===== config.mk =====
export PLATFORM = sky130hd
export DESIGN_NAME = dual_stack_shared_memory_unit
export DESIGN_NICKNAME = d
export VERILOG_FILES = /design/src/dssm_pkg.sv /design/src/dssm_ctrl.sv /design/src/dssm_datapath.sv /design/src/dual_stack_shared_memory_unit.sv
export SDC_FILE = /design/constraint.sdc
export NUM_CORES = 1
export LEC_CHECK = 0
export BUFFER_PORTS_ARGS = -buffer_cell sky130_fd_sc_hd__buf_2
export CAP_MARGIN = 10
export CORE_ASPECT_RATIO = 1.4
export CORE_MARGIN = 4
export CORE_UTILIZATION = 35
export CTS_CLUSTER_DIAMETER = 100
export CTS_CLUSTER_SIZE = 10
export DETAILED_ROUTE_END_ITERATION = 12
export PLACE_DENSITY = 0.54
export SYNTH_ARGS = -nofsm -noshare
export SYNTH_HDL_FRONTEND = slang
export SYNTH_HIERARCHICAL = 1
export SYNTH_SLANG_ARGS = --single-unit

===== constraint.sdc =====
create_clock -name i_clk -period 3.9 [get_ports i_clk]
set_input_delay 0.585 -clock i_clk [delete_from_list [all_inputs] [get_ports i_clk]]
set_output_delay 0.585 -clock i_clk [all_outputs]
set_load 0.02 [all_outputs]

===== src/dssm_pkg.sv =====
`default_nettype none
// ----------------------------------------------------------------------------
// dssm_pkg
// Shared types and sizes for the two-stack shared store: operation and
// status codes, the input and result beats, and the controller command group.
// ----------------------------------------------------------------------------
package dssm_pkg;

    // store size and derived widths
    localparam int DEPTH   = 16;
    localparam int ADDR_W  = (DEPTH > 1) ? $clog2(DEPTH) : 1;
    localparam int FILL_W  = $clog2(DEPTH + 1);
    localparam int WORD_W  = 32;
    localparam int COUNT_W = 5;

    // operation codes
    typedef enum logic [1:0] {
        OP_PUSH_A = 2'd0,
        OP_PUSH_B = 2'd1,
        OP_POP_A  = 2'd2,
        OP_POP_B  = 2'd3
    } t_op;

    // result status codes
    typedef enum logic [1:0] {
        ST_DONE      = 2'd0,
        ST_OVERFLOW  = 2'd1,
        ST_UNDERFLOW = 2'd2
    } t_status;

    // input beat
    typedef struct packed {
        t_op                      operation;
        logic signed [WORD_W-1:0] push_value;
    } t_item;

    // result beat
    typedef struct packed {
        t_status                  status;
        logic signed [WORD_W-1:0] top_a;
        logic signed [WORD_W-1:0] top_b;
        logic [COUNT_W-1:0]       count_a;
        logic [COUNT_W-1:0]       count_b;
    } t_result;

    // controller to datapath commands
    typedef struct packed {
        logic capture;
        logic execute;
        logic settle;
    } t_cmd;

    // low bits of a fill count, zero-extended when the count is narrow
    function automatic logic [COUNT_W-1:0] to_count(input logic [FILL_W-1:0] fill);
        logic [FILL_W+COUNT_W-1:0] ext;
        begin
            ext      = {{COUNT_W{1'b0}}, fill};
            to_count = ext[COUNT_W-1:0];
        end
    endfunction

endpackage
`default_nettype wire


===== src/dssm_ctrl.sv =====
`default_nettype none
// ----------------------------------------------------------------------------
// dssm_ctrl
// Sequencer for one operation: capture, execute (update counts, write or
// issue the read of the new top), settle (take the read word), respond.
// ----------------------------------------------------------------------------
module dssm_ctrl (
    input  wire logic         i_clk,
    input  wire logic         i_rst_n,
    input  wire logic         i_start,
    output logic              o_busy,
    output logic              o_strobe,
    output dssm_pkg::t_cmd    o_cmd
);
    import dssm_pkg::*;

    typedef enum logic [1:0] {
        S_IDLE,
        S_EXEC,
        S_LOAD,
        S_RESP
    } t_state;

    t_state r_state;
    logic   r_busy;
    logic   r_strobe;

    // state and registered handshake outputs
    always_ff @(posedge i_clk) begin
        if (!i_rst_n) begin
            r_state  <= S_IDLE;
            r_busy   <= 1'b0;
            r_strobe <= 1'b0;
        end else begin
            unique case (r_state)
                S_IDLE: begin
                    if (i_start) begin
                        r_state <= S_EXEC;
                        r_busy  <= 1'b1;
                    end
                end
                S_EXEC: begin
                    r_state <= S_LOAD;
                end
                S_LOAD: begin
                    r_state  <= S_RESP;
                    r_strobe <= 1'b1;
                end
                S_RESP: begin
                    r_state  <= S_IDLE;
                    r_strobe <= 1'b0;
                    r_busy   <= 1'b0;
                end
                default: begin
                    r_state  <= S_IDLE;
                    r_strobe <= 1'b0;
                    r_busy   <= 1'b0;
                end
            endcase
        end
    end

    // commands to the datapath
    assign o_cmd.capture = i_start && !r_busy;
    assign o_cmd.execute = (r_state == S_EXEC);
    assign o_cmd.settle  = (r_state == S_LOAD);

    assign o_busy   = r_busy;
    assign o_strobe = r_strobe;

endmodule
`default_nettype wire


===== src/dssm_datapath.sv =====
`default_nettype none
// ----------------------------------------------------------------------------
// dssm_datapath
// Shared word store, fill counts and cached top words of both stacks.
// Stack A fills upward from entry 0, stack B downward from the last entry.
// ----------------------------------------------------------------------------
module dssm_datapath (
    input  wire logic            i_clk,
    input  wire logic            i_rst_n,
    input  wire dssm_pkg::t_cmd  i_cmd,
    input  wire dssm_pkg::t_item i_item,
    output dssm_pkg::t_result    o_result
);
    import dssm_pkg::*;

    localparam logic [FILL_W:0] DEPTH_X = (FILL_W+1)'(DEPTH);

    // captured beat
    t_op                      r_op;
    logic signed [WORD_W-1:0] r_value;

    // stack state
    logic [FILL_W-1:0]        r_fill_a;
    logic [FILL_W-1:0]        r_fill_b;
    logic signed [WORD_W-1:0] r_top_a;
    logic signed [WORD_W-1:0] r_top_b;
    t_status                  r_status;
    logic                     r_reload_a;
    logic                     r_reload_b;

    // store and its registered read port
    logic [WORD_W-1:0]        mem_store [DEPTH];
    logic [WORD_W-1:0]        r_rd_data;

    logic                     full;
    logic                     empty_a;
    logic                     empty_b;
    logic                     wr_en;
    logic [ADDR_W-1:0]        wr_addr;
    logic [ADDR_W-1:0]        rd_addr;
    logic [FILL_W:0]          addr_x;
    logic [FILL_W:0]          sum_x;

    // occupancy checks
    assign sum_x   = {1'b0, r_fill_a} + {1'b0, r_fill_b};
    assign full    = (sum_x >= DEPTH_X);
    assign empty_a = (r_fill_a == '0);
    assign empty_b = (r_fill_b == '0);

    // store addressing for the operation in hand
    always_comb begin
        wr_en  = 1'b0;
        addr_x = '0;
        unique case (r_op)
            OP_PUSH_A: begin
                wr_en  = i_cmd.execute && !full;
                addr_x = {1'b0, r_fill_a};
            end
            OP_PUSH_B: begin
                wr_en  = i_cmd.execute && !full;
                addr_x = DEPTH_X - (FILL_W+1)'(1) - {1'b0, r_fill_b};
            end
            OP_POP_A: begin
                // entry just below the current top
                addr_x = {1'b0, r_fill_a} - (FILL_W+1)'(2);
            end
            OP_POP_B: begin
                addr_x = DEPTH_X - {1'b0, r_fill_b} + (FILL_W+1)'(1);
            end
            default: begin
                addr_x = '0;
            end
        endcase
    end

    assign wr_addr = addr_x[ADDR_W-1:0];
    assign rd_addr = addr_x[ADDR_W-1:0];

    // word store
    always_ff @(posedge i_clk) begin
        if (wr_en) begin
            mem_store[wr_addr] <= r_value;
        end
        r_rd_data <= mem_store[rd_addr];
    end

    // beat capture
    always_ff @(posedge i_clk) begin
        if (i_cmd.capture) begin
            r_op    <= i_item.operation;
            r_value <= i_item.push_value;
        end
    end

    // counts, status and top words
    always_ff @(posedge i_clk) begin
        if (!i_rst_n) begin
            r_fill_a   <= '0;
            r_fill_b   <= '0;
            r_top_a    <= '0;
            r_top_b    <= '0;
            r_status   <= ST_DONE;
            r_reload_a <= 1'b0;
            r_reload_b <= 1'b0;
        end else if (i_cmd.execute) begin
            r_status   <= ST_DONE;
            r_reload_a <= 1'b0;
            r_reload_b <= 1'b0;
            unique case (r_op)
                OP_PUSH_A: begin
                    if (full) begin
                        r_status <= ST_OVERFLOW;
                    end else begin
                        r_fill_a <= r_fill_a + FILL_W'(1);
                        r_top_a  <= r_value;
                    end
                end
                OP_PUSH_B: begin
                    if (full) begin
                        r_status <= ST_OVERFLOW;
                    end else begin
                        r_fill_b <= r_fill_b + FILL_W'(1);
                        r_top_b  <= r_value;
                    end
                end
                OP_POP_A: begin
                    if (empty_a) begin
                        r_status <= ST_UNDERFLOW;
                    end else begin
                        r_fill_a   <= r_fill_a - FILL_W'(1);
                        r_reload_a <= 1'b1;
                    end
                end
                OP_POP_B: begin
                    if (empty_b) begin
                        r_status <= ST_UNDERFLOW;
                    end else begin
                        r_fill_b   <= r_fill_b - FILL_W'(1);
                        r_reload_b <= 1'b1;
                    end
                end
                default: begin
                    r_status <= ST_DONE;
                end
            endcase
        end else if (i_cmd.settle) begin
            // new top after a pop, zero once the stack has emptied
            if (r_reload_a) begin
                r_top_a <= empty_a ? '0 : $signed(r_rd_data);
            end
            if (r_reload_b) begin
                r_top_b <= empty_b ? '0 : $signed(r_rd_data);
            end
            r_reload_a <= 1'b0;
            r_reload_b <= 1'b0;
        end
    end

    // result beat
    assign o_result.status  = r_status;
    assign o_result.top_a   = r_top_a;
    assign o_result.top_b   = r_top_b;
    assign o_result.count_a = to_count(r_fill_a);
    assign o_result.count_b = to_count(r_fill_b);

endmodule
`default_nettype wire


===== src/dual_stack_shared_memory_unit.sv =====
`default_nettype none
// ----------------------------------------------------------------------------
// dual_stack_shared_memory_unit
// Two stacks in one word store: A grows from the bottom, B from the top.
// Each beat pushes or pops one stack and returns status, both counts and
// both top words.
//
//   channel   handshake          payload
//   input     start / busy       i_item   (operation, push_value)
//   result    o_strobe           o_result (status, top_a, top_b, count_a, count_b)
//
// An accepted beat runs through the execute, load and respond states before the
// next one can be accepted; its result shows in the respond state, for one cycle.
// The load state is there for the store's registered read port, which fetches the
// new top word after a pop.
// busy is high from acceptance to the end of the result cycle.
// Synchronous active-low reset empties both stacks; no clearing pass.
// The receiver cannot stall: each result is taken in its strobe cycle.
// ----------------------------------------------------------------------------
module dual_stack_shared_memory_unit (
    input  wire logic              i_clk,
    input  wire logic              i_rst_n,
    input  wire logic              start,
    output logic                   busy,
    input  wire dssm_pkg::t_item   i_item,
    output logic                   o_strobe,
    output dssm_pkg::t_result      o_result
);
    import dssm_pkg::*;

    t_cmd cmd;

    // sequencer
    dssm_ctrl u_ctrl (
        .i_clk    (i_clk),
        .i_rst_n  (i_rst_n),
        .i_start  (start),
        .o_busy   (busy),
        .o_strobe (o_strobe),
        .o_cmd    (cmd)
    );

    // store, counts and tops
    dssm_datapath u_datapath (
        .i_clk    (i_clk),
        .i_rst_n  (i_rst_n),
        .i_cmd    (cmd),
        .i_item   (i_item),
        .o_result (o_result)
    );

endmodule
`default_nettype wire

Yosys cells after proc, flatten, opt, wreduce, memory -nomap -nowiden

Memories as Yosys holds them, arrays and structs flattened. A register that Yosys moved wholly into a read port is not among the register bits.
Cells that the tools add are included.

Flip-flop bits (word level): 116
Memories: 1
Input port bits: 37
Bits in writable memories: 512
Logic and storage cells: 95

Memory list:

| name                 | depth | width | read ports | clocked after memory_dff | wr ports | line                | text |
|---|---|---|---|---|---|---|---|
| u_datapath.mem_store | 16    | 32    | 1          | 1                        | 1        | dssm_datapath.sv:32 | `logic [WORD_W-1:0] mem_store [DEPTH];` |

$lt $le $gt $ge: 1
Muxes and demuxes: 37
Reduce and logical (&&, ||, !) cells: 21
Add/subtract/negate cells: 9
Equality and inequality tests: 14

Operators by type and width:

| operator            | count |
|---|---|
| $mux 32             | 11 |
| $mux 5              | 4 |
| $pmux 5 s2          | 2 |
| $ne 2x2->1 const B  | 8 |
| $pmux 4 s4          | 1 |
| $reduce_and 4->1    | 4 |
| $reduce_bool 2->1   | 7 |
| $mux 1              | 12 |
| $add 5x1->5 const B | 2 |
| $logic_not 5->1     | 2 |
| $sub 5x1->5 const B | 2 |
| $eq 2x2->1 const B  | 4 |
| $pmux 2 s4          | 1 |
| $add 5x5->6         | 1 |
| $ge 6x5->1 const B  | 1 |
| $mux 2              | 3 |
| $pmux 2 s3          | 1 |
| $add 4x1->4 const B | 1 |
| $eq 2x1->1 const B  | 2 |
| $logic_not 2->1     | 2 |
| $pmux 1 s2          | 2 |
| $sub 1x4->4 const A | 1 |
| $sub 4x2->4 const B | 1 |
| $sub 4x4->4 const A | 1 |
| other kinds (4)     | 6 |

Longest topological paths before layout

Word-level depth: 7
Depth in mapped cells: 9
Gate-level depth less buffers: 9

Modules after synthesis

The synthesis kept the hierarchy.

Modules (own cells, without submodules):

| module        | area an instance (um^2) | instances | seq. area each (um^2) | cells an instance |
|---|---|---|---|---|
| dssm_datapath | 24847.6                 | 1         | 18597.8               | 1241 |
| dssm_ctrl     | 236.5                   | 1         | 80.1                  | 23 |

Worst setup path before layout

Ideal clock, no wire load.

Kind: register to register
Start point: register u_datapath.r_op[0]
End point: memory u_datapath.mem_store[14][0] (enable)
Cell stages (with the launch flop): 9
Required time: 3.479 ns
Clock period less this slack: 3.669 ns
Slack: 0.231 ns
Buffers on the path: 3
Arrival time: 3.248 ns
Cells stage by stage: edfxtp_1 -> buf_4 -> nor2_1 -> ha_1 -> o32a_1 -> buf_6 -> buf_2 -> nand2_1 -> nor2_1

Word-level cells in the longest chain between the ends: 5
Elaborated cells on any way between the ends: 9
Classes of those cells: eq/ne (3); mux (4); reduce/logical (2)

Ends and longest elaborated chain:

| what                                          | line                | text |
|---|---|---|
| start: declaration                            | dssm_datapath.sv:19 | `t_op r_op;` |
| start signal: assignment                      | dssm_datapath.sv:90 | `r_op <= i_item.operation;` |
| $eq 2x1->1 or $logic_not 2->1 (tied branches) | dssm_datapath.sv:54 | `unique case (r_op)` |
| $reduce_or 2->1 (no line)                     | --                  |  |
| $mux 1                                        | --                  |  |
| $mux 1                                        | dssm_datapath.sv:81 | `if (wr_en) begin` |
| $mux 1 (not written as such)                  | dssm_datapath.sv:82 | `mem_store[wr_addr] <= r_value;` |
| end: declaration                              | dssm_datapath.sv:32 |  |

Several ways; a longest one is shown, not always the timed one.

Worst setup path in the final report

Start point: register u_datapath.r_op[1]
End point: register u_datapath.r_rd_data[10] (read register of u_datapath.mem_store)

Word-level cells in the longest chain between the ends: 2
Elaborated cells on any way between the ends: 5
Classes of those cells: eq/ne (3); mux (1); reduce/logical (1)

Ends and longest elaborated chain:

| what                               | line                | text |
|---|---|---|
| $eq 2x2->1 (tied with other cells) | dssm_datapath.sv:54 |  |
| $pmux 4 s4 *                       | dssm_datapath.sv:54 |  |
| end: declaration                   | dssm_datapath.sv:33 | `logic [WORD_W-1:0] r_rd_data;` |

Mark *: on every way between the ends. The rest lies on a longest branch, timed or not.
A chain may end at the register's enable or synchronous reset.

==> results.txt <==
final cell utilization of the core: 41.7%
Avg Inst Size Synth: 19.8 µm²
Slew @ Worst Pin: 955 ps
FP Rows: 115
Cell Pwr Density: 649 nW/µm²
largest net degree at the start of global routing: 85
Synth async-reset ratio: 0%
dpl hpwl: 36.6 mm
EDFF count, synth: 546
Worst Skew: 21.8 ps
fill cell count: 6,184
Clock Path Buffers: 3
Final setup violation count: 0
Hold Crit Class: primary input to flop
die width: 234 µm
total track usage: 16.9%
Fmax: 0.317 GHz
Layout Area Growth over Synthesis: 17.5%
placer congestion estimate: 0.832
vias in the first global route: 13,875
CTS tree: yes
minimum clock period: 3150 ps
ANT nets after route: 0
# port buffers: 114
DP Worst Slack: 791 ps
max cap viols: 0
crit path kind: flop to flop
fin crit share: 80.8%
crit-path max FO: 68
Root Buffer: clkbuf_16
fin area: 29,500 µm²
element type at the critical path end: flop
initial antenna violation count: 1
Core Region: 70,600 µm²
1st-iter DRT viols: 1,255
CTS sink cnt: 660
Starting Density: 35.5%
Hold Buf Count CTS: 0
WP data required: 4390 ps
Yosys top cell by area: edfxtp_1
status: complete, no violations
Die Y: 325 µm
YS warnings: 6
DR vias: 13,159
top post-synthesis cells by area: edfxtp_1, mux4_2, dfxtp_1, o211a_1, a221o_1
critical path data arrival time: 3640 ps
Clock Latency Late Sink: 610 ps
share of layout cells above drive strength 1: 27.4%
drt total wl: 64.4 mm
Fin Hold WS: 143 ps
Setup TNS: 0 ps
I/O pin count: 115
synthesized cell area: 25,100 µm²
# DRC: 0
die area: 76,100 µm²
Yosys top cell area share: 65.4%
post-CTS setup repair buffer count: 0
Final Max Tran Viols: 0
drt via density: 5.43
grt ovf: 0
wire per inst: 26.6 µm
post-synthesis sequential area ratio: 74.5%
post-synthesis cell type count: 48
dpl cell area: 27,300 µm²
1st-pass router iterations: 5
Final WS setup: 747 ps
Reg clk slew, reported paths: 60 ps
cell count after synthesis: 1,264
synthesis-stage register bit count: 660
H-tree levels: 3
Post-synth top flop: edfxtp_1
unrepaired setup endpoints after global routing: no
Num CTS Buffers: 75
Leak Pwr: 10.6 nW
crit path launch type: flop
Rel. slew slack: 36.3%
Antenna Cells: 0
Final nets: 1,481
Final Hold Vio Count: 0
syn_nets: 1,321
first-pass GRT wire length: 94.3 mm
VDD IR max: 310 µV
cts repair resizes: 0
[kinds of logic after synthesis]
kind of cell	after synthesis	synth area share (%)
AO/OA/AOI/OAI	232	8.15
XOR/XNOR	6	0.209
adder cells (fa/ha/maj)	20	1.06
buffers and inverters	92	1.78
flip-flops	660	74.5
multiplexers	140	12.1
AND/OR/NAND/NOR	114	2.25
[power breakdown]
| part | switching (mW) | internal, mW | leakage, nW |
|---|---|---|---|
| sequential | 0.517 | 8.31 | 5.87 |
| combinational | 2.30 | 1.55 | 3.69 |
| clock | 2.71 | 3.75 | 1.05 |
[worst max-delay path: stages (launching register included)]
cell,delay [ps]
edfxtp_1,590
inv_1,170
nor2_1,470
ha_1,290
o32a_2,270
buf_12,340
mux4_2,380
a22oi_1,290
nand2_1,80
[sequential cells by signal, summed over array words and instances, names as in the netlist, 2 cells and up]
register,flops
u_datapath/r_rd_data,32
u_datapath/r_fill_b,5
u_datapath/r_op,2
u_datapath/r_top_b,32
u_datapath/r_value,32
u_ctrl/r_state,2
u_datapath/r_fill_a,5
u_datapath/r_status,2
u_datapath/r_top_a,32
u_datapath/mem_store,512
[cells in the mapped netlist (4+ instances only)]
master / instances
o21ai_0: 8
nor2b_1: 12
nand3_1: 7
nand2_1: 45
inv_1: 13
a21oi_1: 8
buf_4: 8
a221o_1: 64
o211a_1: 68
a22oi_1: 64
and3_1: 4
buf_6: 5
edfxtp_1: 546
nor3_1: 4
dfxtp_1: 114
buf_2: 25
clkbuf_1: 37
nand2b_1: 4
xnor2_1: 5
ha_1: 18
mux2i_1: 9
nor2_1: 22
mux4_2: 130
[path summary, 6_finish.rpt]
kind                            slack, ps                          startpoint                                 end  cells after the start
worst min register to register        490  u_datapath/r_top_b[3]$_SDFFE_PN0P_  u_datapath/r_top_b[3]$_SDFFE_PN0P_                      1
worst min-delay path                  140                          i_item[28]    u_datapath/r_value[28]$_DFFE_PP_                      1
worst max-delay path                  750        u_datapath/r_op[1]$_DFFE_PP_    u_datapath/r_rd_data[10]$_DFF_P_                      8
worst max register to register        750        u_datapath/r_op[1]$_DFFE_PP_    u_datapath/r_rd_data[10]$_DFF_P_                      8
[layout make-up]
| cell class | count | area, µm² | share of cell area (%) |
|---|---|---|---|
| clock buffers | 136 | 2170 | 7.36 |
| clock inverters | 4 | 57.6 | 0.195 |
| inverters | 14 | 55.1 | 0.187 |
| multi-input cells | 512 | 6190 | 21.0 |
| flip-flops and latches | 660 | 18700 | 63.3 |
| well taps | 936 | 1170 | 3.97 |
| repair buffers | 161 | 1160 | 3.95 |
[per-stage QoR]
stage          power (mW)  std cells
2_1_floorplan        11.3       1264
3_3_place_gp         12.8       2283
3_5_place_dp         12.9       2283
4_1_cts              19.4       2423
5_1_grt              20.0       2423
6_report             19.1       2423
[metal layers]
metal	share of wire, %	global-route usage, %	wire length, µm
met1	42	22.5	26800
met2	50	28.0	32000
met3	6.5	3.36	4160
met4	2.3	4.85	1460
met5	0.020	0	13
[cell usage in the layout (no fill, tap or decap), types with 13 or more instances in the layout]
master,synthesis,layout
clkbuf_1,37,58
ha_1,18,17
dfxtp_1,114,114
buf_12,0,19
buf_4,8,29
a22oi_1,64,64
nand2_1,45,45
clkbuf_16,0,78
inv_1,13,13
mux4_2,130,130
edfxtp_1,546,546
nor2_4,0,16
o211a_1,68,68
buf_2,25,113
a221o_1,64,64
(Power assumes the default switching activity.)
